File: src/hdl/jbl_pkg.sv
`timescale 1ns / 1ps
`default_nettype none
// ----------------------------------------------------------------------------
// jbl_pkg
// shared types and codes of the json byte stream lexer
// ----------------------------------------------------------------------------
package jbl_pkg;

	localparam int MaxRes = 4;

	localparam logic [1:0] EV_VALUE = 2'd0;
	localparam logic [1:0] EV_TOKEN = 2'd1;
	localparam logic [1:0] EV_ERROR = 2'd2;
	localparam logic [1:0] EV_EOF   = 2'd3;

	localparam logic [3:0] TT_LBRACE = 4'd0;
	localparam logic [3:0] TT_RBRACE = 4'd1;
	localparam logic [3:0] TT_LBRACK = 4'd2;
	localparam logic [3:0] TT_RBRACK = 4'd3;
	localparam logic [3:0] TT_COLON  = 4'd4;
	localparam logic [3:0] TT_COMMA  = 4'd5;
	localparam logic [3:0] TT_STRING = 4'd6;
	localparam logic [3:0] TT_NUMBER = 4'd7;
	localparam logic [3:0] TT_EOF    = 4'd11;

	localparam logic [3:0] ERR_NONE      = 4'd0;
	localparam logic [3:0] ERR_UNEXPECT  = 4'd1;
	localparam logic [3:0] ERR_END_ESC   = 4'd2;
	localparam logic [3:0] ERR_END_HEX   = 4'd3;
	localparam logic [3:0] ERR_BAD_HEX   = 4'd4;
	localparam logic [3:0] ERR_BAD_ESC   = 4'd5;
	localparam logic [3:0] ERR_CTRL      = 4'd6;
	localparam logic [3:0] ERR_UNTERM    = 4'd7;
	localparam logic [3:0] ERR_BAD_NUM   = 4'd8;
	localparam logic [3:0] ERR_LEAD_ZERO = 4'd9;
	localparam logic [3:0] ERR_BAD_EXP   = 4'd10;
	localparam logic [3:0] ERR_LITERAL   = 4'd11;

	typedef struct packed {
		logic [1:0]  ev;
		logic [3:0]  tt;
		logic [7:0]  vb;
		logic [3:0]  ec;
		logic [23:0] ln;
		logic [15:0] col;
	} res_t;

	typedef struct packed {
		res_t [MaxRes-1:0] r;
		logic [2:0]        cnt;
	} group_t;

endpackage
`default_nettype wire

File: src/hdl/jbl_front.sv
`timescale 1ns / 1ps
`default_nettype none
// ----------------------------------------------------------------------------
// jbl_front
// lexer state machine: classifies one byte per cycle, while take is high, into a result group
// ----------------------------------------------------------------------------
module jbl_front import jbl_pkg::*; #(
	parameter int LINE_BITS   = 24,
	parameter int COLUMN_BITS = 16
) (
	input  wire         clk,
	input  wire         arst_n,
	input  wire         take,
	input  wire [7:0]   text_byte,
	input  wire         byte_valid,
	input  wire         end_of_text,
	output group_t      grp,
	output logic        grp_valid
);

	localparam logic [4:0] M_IDLE  = 5'd0;
	localparam logic [4:0] M_STR   = 5'd1;
	localparam logic [4:0] M_ESC   = 5'd2;
	localparam logic [4:0] M_HEX   = 5'd3;
	localparam logic [4:0] M_MINUS = 5'd4;
	localparam logic [4:0] M_ZERO  = 5'd5;
	localparam logic [4:0] M_INT   = 5'd6;
	localparam logic [4:0] M_DOT   = 5'd7;
	localparam logic [4:0] M_FRAC  = 5'd8;
	localparam logic [4:0] M_E     = 5'd9;
	localparam logic [4:0] M_ESIGN = 5'd10;
	localparam logic [4:0] M_EXP   = 5'd11;
	localparam logic [4:0] M_LIT   = 5'd12;
	localparam logic [4:0] M_DONE  = 5'd13;

	logic [4:0]             mode_q, m;
	logic [15:0]            acc_q, acc, nacc;
	logic [1:0]             hc_q, hc;
	logic [5:0]             lp_q, lp;
	logic [LINE_BITS-1:0]   line_q, nline;
	logic [COLUMN_BITS-1:0] col_q, ncol;
	logic [23:0]            tsl_q, tsl, pl, npl;
	logic [15:0]            tsc_q, tsc, pc, npc;
	logic                   halt_q, halt;
	logic [31:0]            lw, cw, nlw, ncw;
	res_t [MaxRes-1:0]      r;
	logic [2:0]             n;
	logic                   do_idle, close;
	logic [4:0]             hx;
	logic [7:0]             b, esc_cp;
	logic                   esc_ok;

	function automatic res_t mk(logic [1:0] ev, logic [3:0] tt, logic [7:0] vb,
			logic [3:0] ec, logic [23:0] ln, logic [15:0] col);
		res_t x;
		x.ev = ev; x.tt = tt; x.vb = vb; x.ec = ec; x.ln = ln; x.col = col;
		return x;
	endfunction

	function automatic logic is_digit(logic [7:0] c);
		return c >= 8'h30 && c <= 8'h39;
	endfunction

	function automatic logic is_alpha(logic [7:0] c);
		return (c >= 8'h61 && c <= 8'h7A) || (c >= 8'h41 && c <= 8'h5A);
	endfunction

	// {valid, value}
	function automatic logic [4:0] hex_of(logic [7:0] c);
		logic [7:0] t;
		t = 8'h00;
		if (is_digit(c)) begin
			t = c - 8'h30;
			return {1'b1, t[3:0]};
		end
		if (c >= 8'h61 && c <= 8'h66) begin
			t = c - 8'h57;
			return {1'b1, t[3:0]};
		end
		if (c >= 8'h41 && c <= 8'h46) begin
			t = c - 8'h37;
			return {1'b1, t[3:0]};
		end
		return 5'd0;
	endfunction

	function automatic logic [7:0] lit_char(logic [1:0] cand, logic [3:0] cnt);
		logic [7:0] c;
		c = 8'h00;
		unique case ({cand, cnt})
			{2'd1, 4'd0}: c = "t";
			{2'd1, 4'd1}: c = "r";
			{2'd1, 4'd2}: c = "u";
			{2'd1, 4'd3}: c = "e";
			{2'd2, 4'd0}: c = "f";
			{2'd2, 4'd1}: c = "a";
			{2'd2, 4'd2}: c = "l";
			{2'd2, 4'd3}: c = "s";
			{2'd2, 4'd4}: c = "e";
			{2'd3, 4'd0}: c = "n";
			{2'd3, 4'd1}: c = "u";
			{2'd3, 4'd2}: c = "l";
			{2'd3, 4'd3}: c = "l";
			default:      c = 8'h00;
		endcase
		return c;
	endfunction

	function automatic logic [3:0] lit_len(logic [1:0] cand);
		unique case (cand)
			2'd1:    return 4'd4;
			2'd2:    return 4'd5;
			2'd3:    return 4'd4;
			default: return 4'd0;
		endcase
	endfunction

	function automatic logic lit_ok(logic [5:0] p);
		return p[5:4] != 2'd0 && p[3:0] == lit_len(p[5:4]);
	endfunction

	always_comb begin
		b = text_byte;
		lw = 32'(line_q);
		cw = 32'(col_q);
		pl = lw[23:0];
		pc = cw[15:0];
		nline = line_q;
		ncol = col_q;
		if (byte_valid) begin
			if (b == 8'h0A) begin
				if (line_q != {LINE_BITS{1'b1}}) nline = line_q + 1'b1;
				ncol = {{(COLUMN_BITS-1){1'b0}}, 1'b1};
			end else if (col_q != {COLUMN_BITS{1'b1}}) begin
				ncol = col_q + 1'b1;
			end
		end
		nlw = 32'(nline);
		ncw = 32'(ncol);
		npl = nlw[23:0];
		npc = ncw[15:0];

		m = mode_q; acc = acc_q; hc = hc_q; lp = lp_q;
		tsl = tsl_q; tsc = tsc_q; halt = halt_q;
		r = '0; n = 3'd0; do_idle = 1'b0; close = 1'b0;
		hx = hex_of(b);
		nacc = {acc_q[11:0], hx[3:0]};
		esc_ok = 1'b1;
		unique case (b)
			8'h22, 8'h5C, 8'h2F: esc_cp = b;
			"b":     esc_cp = 8'h08;
			"f":     esc_cp = 8'h0C;
			"n":     esc_cp = 8'h0A;
			"r":     esc_cp = 8'h0D;
			"t":     esc_cp = 8'h09;
			default: begin esc_cp = 8'h00; esc_ok = 1'b0; end
		endcase

		if (!halt_q && mode_q != M_DONE && byte_valid) begin
			unique case (mode_q)
				M_IDLE: do_idle = 1'b1;
				M_STR: begin
					if (b == 8'h22) begin
						r[n[1:0]] = mk(EV_TOKEN, TT_STRING, 8'h00, ERR_NONE, tsl, tsc);
						n = n + 3'd1; m = M_IDLE;
					end else if (b == 8'h5C) begin
						m = M_ESC;
					end else if (b < 8'h20) begin
						r[n[1:0]] = mk(EV_ERROR, 4'd0, 8'h00, ERR_CTRL, pl, pc);
						n = n + 3'd1; halt = 1'b1;
					end else begin
						r[n[1:0]] = mk(EV_VALUE, TT_STRING, b, ERR_NONE, tsl, tsc);
						n = n + 3'd1;
					end
				end
				M_ESC: begin
					if (b == "u") begin
						acc = 16'h0; hc = 2'd0; m = M_HEX;
					end else if (esc_ok) begin
						r[n[1:0]] = mk(EV_VALUE, TT_STRING, esc_cp, ERR_NONE, tsl, tsc);
						n = n + 3'd1; m = M_STR;
					end else begin
						r[n[1:0]] = mk(EV_ERROR, 4'd0, 8'h00, ERR_BAD_ESC, pl, pc);
						n = n + 3'd1; halt = 1'b1;
					end
				end
				M_HEX: begin
					if (!hx[4]) begin
						r[n[1:0]] = mk(EV_ERROR, 4'd0, 8'h00, ERR_BAD_HEX, pl, pc);
						n = n + 3'd1; halt = 1'b1;
					end else if (hc_q != 2'd3) begin
						acc = nacc; hc = hc_q + 2'd1;
					end else begin
						// utf-8 expansion of the code point
						if (nacc <= 16'h007F) begin
							r[0] = mk(EV_VALUE, TT_STRING, nacc[7:0], ERR_NONE, tsl, tsc);
							n = 3'd1;
						end else if (nacc <= 16'h07FF) begin
							r[0] = mk(EV_VALUE, TT_STRING, {3'b110, nacc[10:6]}, ERR_NONE,
								tsl, tsc);
							r[1] = mk(EV_VALUE, TT_STRING, {2'b10, nacc[5:0]}, ERR_NONE,
								tsl, tsc);
							n = 3'd2;
						end else begin
							r[0] = mk(EV_VALUE, TT_STRING, {4'b1110, nacc[15:12]}, ERR_NONE,
								tsl, tsc);
							r[1] = mk(EV_VALUE, TT_STRING, {2'b10, nacc[11:6]}, ERR_NONE,
								tsl, tsc);
							r[2] = mk(EV_VALUE, TT_STRING, {2'b10, nacc[5:0]}, ERR_NONE,
								tsl, tsc);
							n = 3'd3;
						end
						acc = 16'h0; hc = 2'd0; m = M_STR;
					end
				end
				M_MINUS: begin
					if (is_digit(b)) begin
						r[n[1:0]] = mk(EV_VALUE, TT_NUMBER, b, ERR_NONE, tsl, tsc);
						n = n + 3'd1; m = (b == 8'h30) ? M_ZERO : M_INT;
					end else begin
						r[n[1:0]] = mk(EV_ERROR, 4'd0, 8'h00, ERR_BAD_NUM, tsl, tsc);
						n = n + 3'd1; halt = 1'b1;
					end
				end
				M_ZERO, M_INT: begin
					if (is_digit(b)) begin
						if (mode_q == M_ZERO) begin
							r[n[1:0]] = mk(EV_ERROR, 4'd0, 8'h00, ERR_LEAD_ZERO, pl, pc);
							n = n + 3'd1; halt = 1'b1;
						end else begin
							r[n[1:0]] = mk(EV_VALUE, TT_NUMBER, b, ERR_NONE, tsl, tsc);
							n = n + 3'd1;
						end
					end else if (b == 8'h2E) begin
						r[n[1:0]] = mk(EV_VALUE, TT_NUMBER, b, ERR_NONE, tsl, tsc);
						n = n + 3'd1; m = M_DOT;
					end else if (b == "e" || b == "E") begin
						r[n[1:0]] = mk(EV_VALUE, TT_NUMBER, b, ERR_NONE, tsl, tsc);
						n = n + 3'd1; m = M_E;
					end else begin
						close = 1'b1;
					end
				end
				M_DOT: begin
					if (is_digit(b)) begin
						r[n[1:0]] = mk(EV_VALUE, TT_NUMBER, b, ERR_NONE, tsl, tsc);
						n = n + 3'd1; m = M_FRAC;
					end else begin
						r[n[1:0]] = mk(EV_ERROR, 4'd0, 8'h00, ERR_BAD_NUM, pl, pc);
						n = n + 3'd1; halt = 1'b1;
					end
				end
				M_FRAC: begin
					if (is_digit(b)) begin
						r[n[1:0]] = mk(EV_VALUE, TT_NUMBER, b, ERR_NONE, tsl, tsc);
						n = n + 3'd1;
					end else if (b == "e" || b == "E") begin
						r[n[1:0]] = mk(EV_VALUE, TT_NUMBER, b, ERR_NONE, tsl, tsc);
						n = n + 3'd1; m = M_E;
					end else begin
						close = 1'b1;
					end
				end
				M_E: begin
					if (b == 8'h2B || b == 8'h2D) begin
						r[n[1:0]] = mk(EV_VALUE, TT_NUMBER, b, ERR_NONE, tsl, tsc);
						n = n + 3'd1; m = M_ESIGN;
					end else if (is_digit(b)) begin
						r[n[1:0]] = mk(EV_VALUE, TT_NUMBER, b, ERR_NONE, tsl, tsc);
						n = n + 3'd1; m = M_EXP;
					end else begin
						r[n[1:0]] = mk(EV_ERROR, 4'd0, 8'h00, ERR_BAD_EXP, pl, pc);
						n = n + 3'd1; halt = 1'b1;
					end
				end
				M_ESIGN: begin
					if (is_digit(b)) begin
						r[n[1:0]] = mk(EV_VALUE, TT_NUMBER, b, ERR_NONE, tsl, tsc);
						n = n + 3'd1; m = M_EXP;
					end else begin
						r[n[1:0]] = mk(EV_ERROR, 4'd0, 8'h00, ERR_BAD_EXP, pl, pc);
						n = n + 3'd1; halt = 1'b1;
					end
				end
				M_EXP: begin
					if (is_digit(b)) begin
						r[n[1:0]] = mk(EV_VALUE, TT_NUMBER, b, ERR_NONE, tsl, tsc);
						n = n + 3'd1;
					end else begin
						close = 1'b1;
					end
				end
				M_LIT: begin
					if (is_alpha(b)) begin
						if (lp_q[5:4] != 2'd0 && lp_q[3:0] < lit_len(lp_q[5:4])
								&& lit_char(lp_q[5:4], lp_q[3:0]) == b)
							lp = {lp_q[5:4], lp_q[3:0] + 4'd1};
						else
							lp = 6'd0;
					end else if (lit_ok(lp_q)) begin
						r[n[1:0]] = mk(EV_TOKEN, TT_NUMBER + {2'b00, lp_q[5:4]}, 8'h00,
							ERR_NONE, tsl, tsc);
						n = n + 3'd1; lp = 6'd0; m = M_IDLE; do_idle = 1'b1;
					end else begin
						r[n[1:0]] = mk(EV_ERROR, 4'd0, 8'h00, ERR_LITERAL, tsl, tsc);
						n = n + 3'd1; halt = 1'b1;
					end
				end
				default: ;
			endcase

			// a byte after a number closes it, then starts the next token; a letter, '.', '+' or '-' is an error
			if (close) begin
				if (is_alpha(b) || b == 8'h2E || b == 8'h2B || b == 8'h2D) begin
					r[n[1:0]] = mk(EV_ERROR, 4'd0, 8'h00, ERR_BAD_NUM, pl, pc);
					n = n + 3'd1; halt = 1'b1;
				end else begin
					r[n[1:0]] = mk(EV_TOKEN, TT_NUMBER, 8'h00, ERR_NONE, tsl, tsc);
					n = n + 3'd1; m = M_IDLE; do_idle = 1'b1;
				end
			end

			if (do_idle) begin
				priority if (b == 8'h20 || (b >= 8'h09 && b <= 8'h0D)) begin
				end else if (b == 8'h7B) begin
					r[n[1:0]] = mk(EV_TOKEN, TT_LBRACE, 8'h00, ERR_NONE, pl, pc);
					n = n + 3'd1;
				end else if (b == 8'h7D) begin
					r[n[1:0]] = mk(EV_TOKEN, TT_RBRACE, 8'h00, ERR_NONE, pl, pc);
					n = n + 3'd1;
				end else if (b == 8'h5B) begin
					r[n[1:0]] = mk(EV_TOKEN, TT_LBRACK, 8'h00, ERR_NONE, pl, pc);
					n = n + 3'd1;
				end else if (b == 8'h5D) begin
					r[n[1:0]] = mk(EV_TOKEN, TT_RBRACK, 8'h00, ERR_NONE, pl, pc);
					n = n + 3'd1;
				end else if (b == 8'h3A) begin
					r[n[1:0]] = mk(EV_TOKEN, TT_COLON, 8'h00, ERR_NONE, pl, pc);
					n = n + 3'd1;
				end else if (b == 8'h2C) begin
					r[n[1:0]] = mk(EV_TOKEN, TT_COMMA, 8'h00, ERR_NONE, pl, pc);
					n = n + 3'd1;
				end else if (b == 8'h22) begin
					tsl = pl; tsc = pc; m = M_STR;
				end else if (is_digit(b) || b == 8'h2D) begin
					tsl = pl; tsc = pc;
					r[n[1:0]] = mk(EV_VALUE, TT_NUMBER, b, ERR_NONE, pl, pc);
					n = n + 3'd1;
					m = (b == 8'h2D) ? M_MINUS : ((b == 8'h30) ? M_ZERO : M_INT);
				end else if (is_alpha(b)) begin
					tsl = pl; tsc = pc; m = M_LIT;
					priority if (b == "t") lp = 6'h11;
					else if (b == "f") lp = 6'h21;
					else if (b == "n") lp = 6'h31;
					else lp = 6'h00;
				end else begin
					r[n[1:0]] = mk(EV_ERROR, 4'd0, 8'h00, ERR_UNEXPECT, pl, pc);
					n = n + 3'd1; halt = 1'b1;
				end
			end
		end

		if (!halt_q && mode_q != M_DONE && end_of_text && !halt) begin
			unique case (m)
				M_STR: begin
					r[n[1:0]] = mk(EV_ERROR, 4'd0, 8'h00, ERR_UNTERM, tsl, tsc);
					n = n + 3'd1; halt = 1'b1;
				end
				M_ESC: begin
					r[n[1:0]] = mk(EV_ERROR, 4'd0, 8'h00, ERR_END_ESC, npl, npc);
					n = n + 3'd1; halt = 1'b1;
				end
				M_HEX: begin
					r[n[1:0]] = mk(EV_ERROR, 4'd0, 8'h00, ERR_END_HEX, npl, npc);
					n = n + 3'd1; halt = 1'b1;
				end
				M_MINUS: begin
					r[n[1:0]] = mk(EV_ERROR, 4'd0, 8'h00, ERR_BAD_NUM, tsl, tsc);
					n = n + 3'd1; halt = 1'b1;
				end
				M_DOT: begin
					r[n[1:0]] = mk(EV_ERROR, 4'd0, 8'h00, ERR_BAD_NUM, npl, npc);
					n = n + 3'd1; halt = 1'b1;
				end
				M_E, M_ESIGN: begin
					r[n[1:0]] = mk(EV_ERROR, 4'd0, 8'h00, ERR_BAD_EXP, npl, npc);
					n = n + 3'd1; halt = 1'b1;
				end
				M_ZERO, M_INT, M_FRAC, M_EXP: begin
					r[n[1:0]] = mk(EV_TOKEN, TT_NUMBER, 8'h00, ERR_NONE, tsl, tsc);
					n = n + 3'd1;
				end
				M_LIT: begin
					if (lit_ok(lp)) begin
						r[n[1:0]] = mk(EV_TOKEN, TT_NUMBER + {2'b00, lp[5:4]}, 8'h00,
							ERR_NONE, tsl, tsc);
						n = n + 3'd1; lp = 6'd0;
					end else begin
						r[n[1:0]] = mk(EV_ERROR, 4'd0, 8'h00, ERR_LITERAL, tsl, tsc);
						n = n + 3'd1; halt = 1'b1;
					end
				end
				default: ;
			endcase
			if (!halt) begin
				r[n[1:0]] = mk(EV_EOF, TT_EOF, 8'h00, ERR_NONE, npl, npc);
				n = n + 3'd1; m = M_DONE;
			end
		end

		grp.r = r;
		grp.cnt = n;
		grp_valid = take && n != 3'd0;
	end

	always_ff @(posedge clk or negedge arst_n) begin
		if (!arst_n) begin
			mode_q <= M_IDLE;
			acc_q  <= 16'h0;
			hc_q   <= 2'd0;
			lp_q   <= 6'd0;
			line_q <= {{(LINE_BITS-1){1'b0}}, 1'b1};
			col_q  <= {{(COLUMN_BITS-1){1'b0}}, 1'b1};
			tsl_q  <= 24'd1;
			tsc_q  <= 16'd1;
			halt_q <= 1'b0;
		end else if (take && !halt_q && mode_q != M_DONE) begin
			mode_q <= m;
			acc_q  <= acc;
			hc_q   <= hc;
			lp_q   <= lp;
			line_q <= nline;
			col_q  <= ncol;
			tsl_q  <= tsl;
			tsc_q  <= tsc;
			halt_q <= halt;
		end
	end

	a_halt_holds: assert property (@(posedge clk) disable iff (!arst_n)
		halt_q |=> halt_q && $stable(mode_q))
		else $error("halt released");
	a_group_size: assert property (@(posedge clk) disable iff (!arst_n)
		grp_valid |-> grp.cnt <= 3'(MaxRes))
		else $error("group overflow");
	a_quiet_after_stop: assert property (@(posedge clk) disable iff (!arst_n)
		(halt_q || mode_q == M_DONE) |-> !grp_valid)
		else $error("result after stop");

endmodule
`default_nettype wire

File: src/hdl/jbl_back.sv
`timescale 1ns / 1ps
`default_nettype none
// ----------------------------------------------------------------------------
// jbl_back
// group queue and serializer: delivers one result per pop
// ----------------------------------------------------------------------------
module jbl_back import jbl_pkg::*; (
	input  wire         clk,
	input  wire         arst_n,
	input  wire         wr,
	input  group_t      grp,
	output logic        full,
	output logic        empty,
	input  wire         pop,
	output res_t        res,
	output logic        last
);

	localparam int Depth = 4;

	group_t     mem_q [Depth];
	logic [1:0] wp_q, rp_q, sub_q;
	logic [2:0] cnt_q;
	logic       adv, rd;
	group_t     head;

	assign head  = mem_q[rp_q];
	assign full  = cnt_q == 3'(Depth);
	assign empty = cnt_q == 3'd0;
	assign res   = head.r[sub_q];
	assign last  = {1'b0, sub_q} == head.cnt - 3'd1;
	assign rd    = pop && !empty;
	assign adv   = rd && last;

	always_ff @(posedge clk) begin
		if (wr && !full) mem_q[wp_q] <= grp;
	end

	always_ff @(posedge clk or negedge arst_n) begin
		if (!arst_n) begin
			wp_q  <= 2'd0;
			rp_q  <= 2'd0;
			sub_q <= 2'd0;
			cnt_q <= 3'd0;
		end else begin
			if (wr && !full) wp_q <= wp_q + 2'd1;
			if (adv) begin
				rp_q  <= rp_q + 2'd1;
				sub_q <= 2'd0;
			end else if (rd) begin
				sub_q <= sub_q + 2'd1;
			end
			cnt_q <= cnt_q + {2'b00, wr && !full} - {2'b00, adv};
		end
	end

	a_count_bound: assert property (@(posedge clk) disable iff (!arst_n)
		cnt_q <= 3'(Depth))
		else $error("queue count overflow");
	a_sub_in_group: assert property (@(posedge clk) disable iff (!arst_n)
		!empty |-> (head.cnt != 3'd0 && {1'b0, sub_q} < head.cnt))
		else $error("sub index out of group");
	a_write_kept: assert property (@(posedge clk) disable iff (!arst_n)
		(wr && !full) |=> !empty)
		else $error("written group lost");

endmodule
`default_nettype wire

File: src/hdl/json_byte_stream_lexer_top.sv
`timescale 1ns / 1ps
`default_nettype none
// ----------------------------------------------------------------------------
// json_byte_stream_lexer_top
// json byte stream lexer with line and column tracking
// ----------------------------------------------------------------------------
// usage:
//   input queue side: drive text_byte, byte_valid, end_of_text with push; a
//   transaction happens when push is high and full is low. one byte per cycle.
//   result queue side: while empty is low the oldest result sits on the
//   result ports; pop takes it. last_of_run marks the final result of a byte.
//   a byte's results are registered in the group queue when the byte is taken.
//   throughput: one byte per cycle while full is low; the single-read serializer
//   after the four-entry group queue gives one result per pop, so a byte with
//   k results holds the result side for k pops.
//   when the receiver stalls, the group queue fills and full rises; bytes
//   with no result are still taken while the queue has room.
//   reset clears the lexer to idle at line 1, column 1 and empties the queue.
//   after an error or end of file, bytes are taken and dropped until reset.
// ----------------------------------------------------------------------------
module json_byte_stream_lexer_top import jbl_pkg::*; #(
	parameter int LINE_BITS   = 24,
	parameter int COLUMN_BITS = 16
) (
	input  wire         clk,
	input  wire         arst_n,
	input  wire         push,
	output logic        full,
	input  wire [7:0]   text_byte,
	input  wire         byte_valid,
	input  wire         end_of_text,
	output logic        empty,
	input  wire         pop,
	output logic [1:0]  event_res,
	output logic [3:0]  token_type,
	output logic [7:0]  value_byte,
	output logic [3:0]  error_code,
	output logic [23:0] position_line,
	output logic [15:0] position_column,
	output logic        last_of_run
);

	group_t grp;
	logic   grp_valid;
	res_t   res;

	jbl_front #(.LINE_BITS(LINE_BITS), .COLUMN_BITS(COLUMN_BITS)) u_front (
		.clk(clk), .arst_n(arst_n), .take(push && !full),
		.text_byte(text_byte), .byte_valid(byte_valid), .end_of_text(end_of_text),
		.grp(grp), .grp_valid(grp_valid)
	);

	jbl_back u_back (
		.clk(clk), .arst_n(arst_n), .wr(grp_valid), .grp(grp), .full(full),
		.empty(empty), .pop(pop), .res(res), .last(last_of_run)
	);

	assign event_res       = res.ev;
	assign token_type      = res.tt;
	assign value_byte      = res.vb;
	assign error_code      = res.ec;
	assign position_line   = res.ln;
	assign position_column = res.col;

endmodule
`default_nettype wire
File: config.mk
export PLATFORM = sky130hd
export DESIGN_NAME = json_byte_stream_lexer_top
export DESIGN_NICKNAME = d
export VERILOG_FILES = /design/src/hdl/jbl_pkg.sv /design/src/hdl/jbl_front.sv /design/src/hdl/jbl_back.sv /design/src/hdl/json_byte_stream_lexer_top.sv
export SDC_FILE = /design/constraint.sdc
export NUM_CORES = 2
export LEC_CHECK = 0
export ABC_CLOCK_PERIOD_IN_PS = 10600
export BUFFER_PORTS_ARGS = -buffer_cell sky130_fd_sc_hd__buf_2
export CAP_MARGIN = 10
export CORE_MARGIN = 2
export CORE_UTILIZATION = 40
export DETAILED_ROUTE_END_ITERATION = 6
export HOLD_SLACK_MARGIN = 0.15
export PLACE_DENSITY = 0.6
export SETUP_SLACK_MARGIN = 0.02
export SYNTH_ARGS = -nofsm -noshare
export SYNTH_HDL_FRONTEND = slang
export SYNTH_SLANG_ARGS = --single-unit
File: constraint.sdc
create_clock -name clk -period 10.6 [get_ports clk]
set_input_delay 2.65 -clock clk [delete_from_list [all_inputs] [get_ports clk]]
set_output_delay 2.65 -clock clk [all_outputs]
set_load 0.005 [all_outputs]
==> results by group <==
STA
  • Setup Viol. Count Final: 0
  • Final Critical Period: ~9.8 ns
  • Hold_ws: roughly 0.49 ns
  • Fmax: 102 MHz
  • RSZ-0062 raised after global routing: false
  • Max-slew violation count: 0
  • Final period utilization: 0.925
  • Slew Limit Headroom: 0.281
  • Worst Tran Pin Value: roughly 1.1 ns
  • Final Hold Fails: 0
  • Clock skew: around 0.054 ns

Synth
  • Synth top area share: 0.545
  • Syn Inst Count: around 3,700
  • EDFF count, synth: 940
  • Mapped cell area: roughly 52,000 um2
  • Sequential area share after synthesis: 0.600
  • Yosys Warn Count: 0
  • Synth Flop Type: edfxtp_1
  • Async set-reset flop share out of synthesis: 0.109
  • #FFs+latches synth: between 1,000 and 1,500
  • Area contributors post-synth: edfxtp_1 54%, mux4_2 13%, dfrtp_1 5.4%, a22oi_1 2.1%, nand2_1 1.9%
  • Synth unique cells: around 110
  • Post-synth top area cell: edfxtp_1
  • Syn Area/Cell: approximately 14 um2

Global routing
  • Initial antenna violation count: 2
  • Global-route wire length before repair: roughly 230,000 um
  • Met2 Resource Use GR: 0.356
  • Vias in the first global route: 34,400
  • Grt met1 use: 0.339
  • Grt total ovfl: 0
  • M3 GR Usage: 0.0471
  • Busiest grt layer: met2
  • Largest net degree at the start of global routing: 101
  • Total global-route track usage: 0.238

Critical path
  • CP Data Required Time: approximately 11 ns
  • CP Data Arrival Time: around 10 ns
  • Buf+Inv Stages, Crit Path: 5
  • Critical-path top delay cell: a31oi_1
  • CP max FO: 14
  • Endpoint class of the critical path: flip-flop
  • CP dominant cell by count: ha_1
  • CP peak stage delay: around 0.77 ns
  • CP top delay family: compound AO/OA/AOI/OAI gates
  • Type of origin of the critical path: input port
  • Critical path cell sequence: buf_2, inv_1, ha_1, nand2_1, a221oi_2, nor2_1, nand2_1, o211ai_1, nor4_1, inv_1, ha_1, o21ai_0, ha_1, mux2i_1, nor2_1, inv_1, ha_1, a21o_1, inv_1, ha_1, o211a_1, o21ai_0, nand2_1, a31oi_1
  • Crit path kind: in -> reg

Drt
  • Routed vias: 35,500
  • Vias per cell: around 6.4
  • DRT iter0 DRCs: 4,673
  • WL/cell: around 29 um
  • Drt pass-1 iters: 6
  • Routed Antenna Nets: 0
  • DRC: 0
  • Routed WL: approximately 160,000 um

Final layout
  • Final core occ: 0.448
  • P&R area growth vs syn: 11.6%
  • Nets: roughly 3,800
  • Share of layout cells above drive strength 1: 0.197
  • # diodes: 0
  • Most common cell after layout, fill and taps aside: edfxtp_1
  • Commonest cells after routing, fill and taps aside: 940 x edfxtp_1, 293 x mux4_2, 263 x nand2_1

Floorplanning
  • Die ar.: ~130,000 um2
  • DIE WIDTH: 364 um
  • Row Count: ~130
  • Starting Density: 0.402
  • Number of primary I/O pins: 75
  • Core ar.: ~130,000 um2
  • Die Ht: 364 um

Power
  • Clock power frac: 0.438
  • Standby leakage power: around 16 nW
  • PwrDens: about 150 nW/um2
  • Switching power share of the total: 0.213
  • Power Internal: 6.68 mW
  • IR drop worst, VDD: roughly 0.12 mV
  • Sequential share of power: 0.532
  • Comb pwr share: 0.030
  • NetSw: between 1.5 and 2 mW

Run status
  • Status: finished clean

Clocking
  • Clock Sinks: ~1,100
  • CTS buffer count: ~110
  • TritonCTS clock tree: built
  • Bufs on Longest Clock Path: 3
  • Worst-skew pair later-pin latency: about 0.75 ns
  • H-Tree Depth: 3
  • Clk slew on worst S/H paths: approximately 0.060 ns
  • CTS Root Cell: clkbuf_16
  • CTS Hold Bufs: 0
  • Post-CTS Resized: 0
  • Post-CTS setup buffer count: 0

Job
  • Max Cap Viol: 0

Placed design
  • RD Place Congestion: approximately 0.99
  • Detailed Place HPWL: slightly above 100,000 um
  • Port bufs: between 70 and 80

Min path
  • Worst hold path class: reg -> reg
Yosys cell counts, drive strengths merged, types with 18 or more instances:
cell type and n:
a21oi 137, a221oi 29, a22o 35, a22oi 145
a31oi 74, and2 30, and3 20, buf 69
clkbuf 236, dfrtp 111, edfxtp 940, ha 44
inv 52, mux2 43, mux2i 55, mux4 293
nand2 268, nand2b 24, nand3 64, nand4 20
nor2 253, nor3 65, nor4 21, o211ai 19
o21ai 188, o221ai 22, o22a 18, o22ai 126
xnor2 50, xor2 26
registers in the layout (all words and copies together) (netlist names), 3 cells and up:
signal          flops
u_front.line_q     24
u_front.mode_q      5
u_back.cnt_q        3
u_front.tsl_q      24
u_back.mem_q      940
u_front.lp_q        6
u_front.tsc_q      16
u_front.acc_q      12
u_front.col_q      16
stage by stage:
step / area, um2 / setup TNS [ns] / cells / setup slack (ns) / total power, mW
floorplan: 51900 / -147.21 / 3725 / -0.157 / 4.74
global placement: 54400 / 0 / 5347 / 0.655 / 4.86
detailed placement: 54400 / 0 / 5347 / 0.407 / 4.86
CTS: 57900 / 0 / 5545 / 1.15 / 8.57
global route: 57900 / 0 / 5545 / 0.622 / 8.75
finish: 57900 / 0 / 5545 / 0.794 / 8.49
power by group through the flow:
stage / sequential (mW) / combinational [mW] / clock, mW
finish: 4.52 / 0.253 / 3.72
global route: 4.52 / 0.269 / 3.96
CTS: 4.52 / 0.259 / 3.80
detailed placement: 4.60 / 0.258 / 0
global placement: 4.60 / 0.258 / 0
floorplan: 4.56 / 0.184 / 0
per-layer routing:
layer	vias up	wire length (um)
li1	14900	-
met1	18200	66100
met2	2043	71000
met3	436	14700
met4	2	6890
met5	-	13
logic make-up after synthesis:
group | count (synthesis) | synth area share
xor+xnor | 76 | 0.0128
mux | 391 | 0.147
fa+ha+maj | 46 | 0.0112
simple gates | 841 | 0.0768
other cells | 1 | 0.0000724
buf+inv | 357 | 0.0274
flops | 1055 | 0.600
compound gates | 943 | 0.124
path summary, 6_finish.rpt:
check                                      from             endpoint  slack (ns)  cells past startpoint
worst max-delay path               text_byte[0]  u_back.mem_q[2][47]        0.79                     24
worst min-delay path            u_front.hc_q[1]      u_front.hc_q[1]        0.49                      2
worst max register to register  u_front.lp_q[4]  u_back.mem_q[0][28]        2.56                     19
worst min register to register  u_front.hc_q[1]      u_front.hc_q[1]        0.49                      2
max in group asynchronous                arst_n      u_back.sub_q[0]        7.05                      2
min in group asynchronous                arst_n      u_front.hc_q[0]        1.88                      1
cell type report:
cell class	instances	area, um2
clock buffer	139	2830
clock inverter	59	622
fill	11400	71100
inverter	52	195
multi-input combinational	2313	19500
sequential	1055	31100
tap	1742	2180
timing repair buffer	185	1440
worst min-delay path, cell delays in order, from the launching register on:
cell,delay [ns]
dfrtp_1,0.35
nand2_1,0.05
nand2_1,0.06
(Power assumes the default switching activity.)
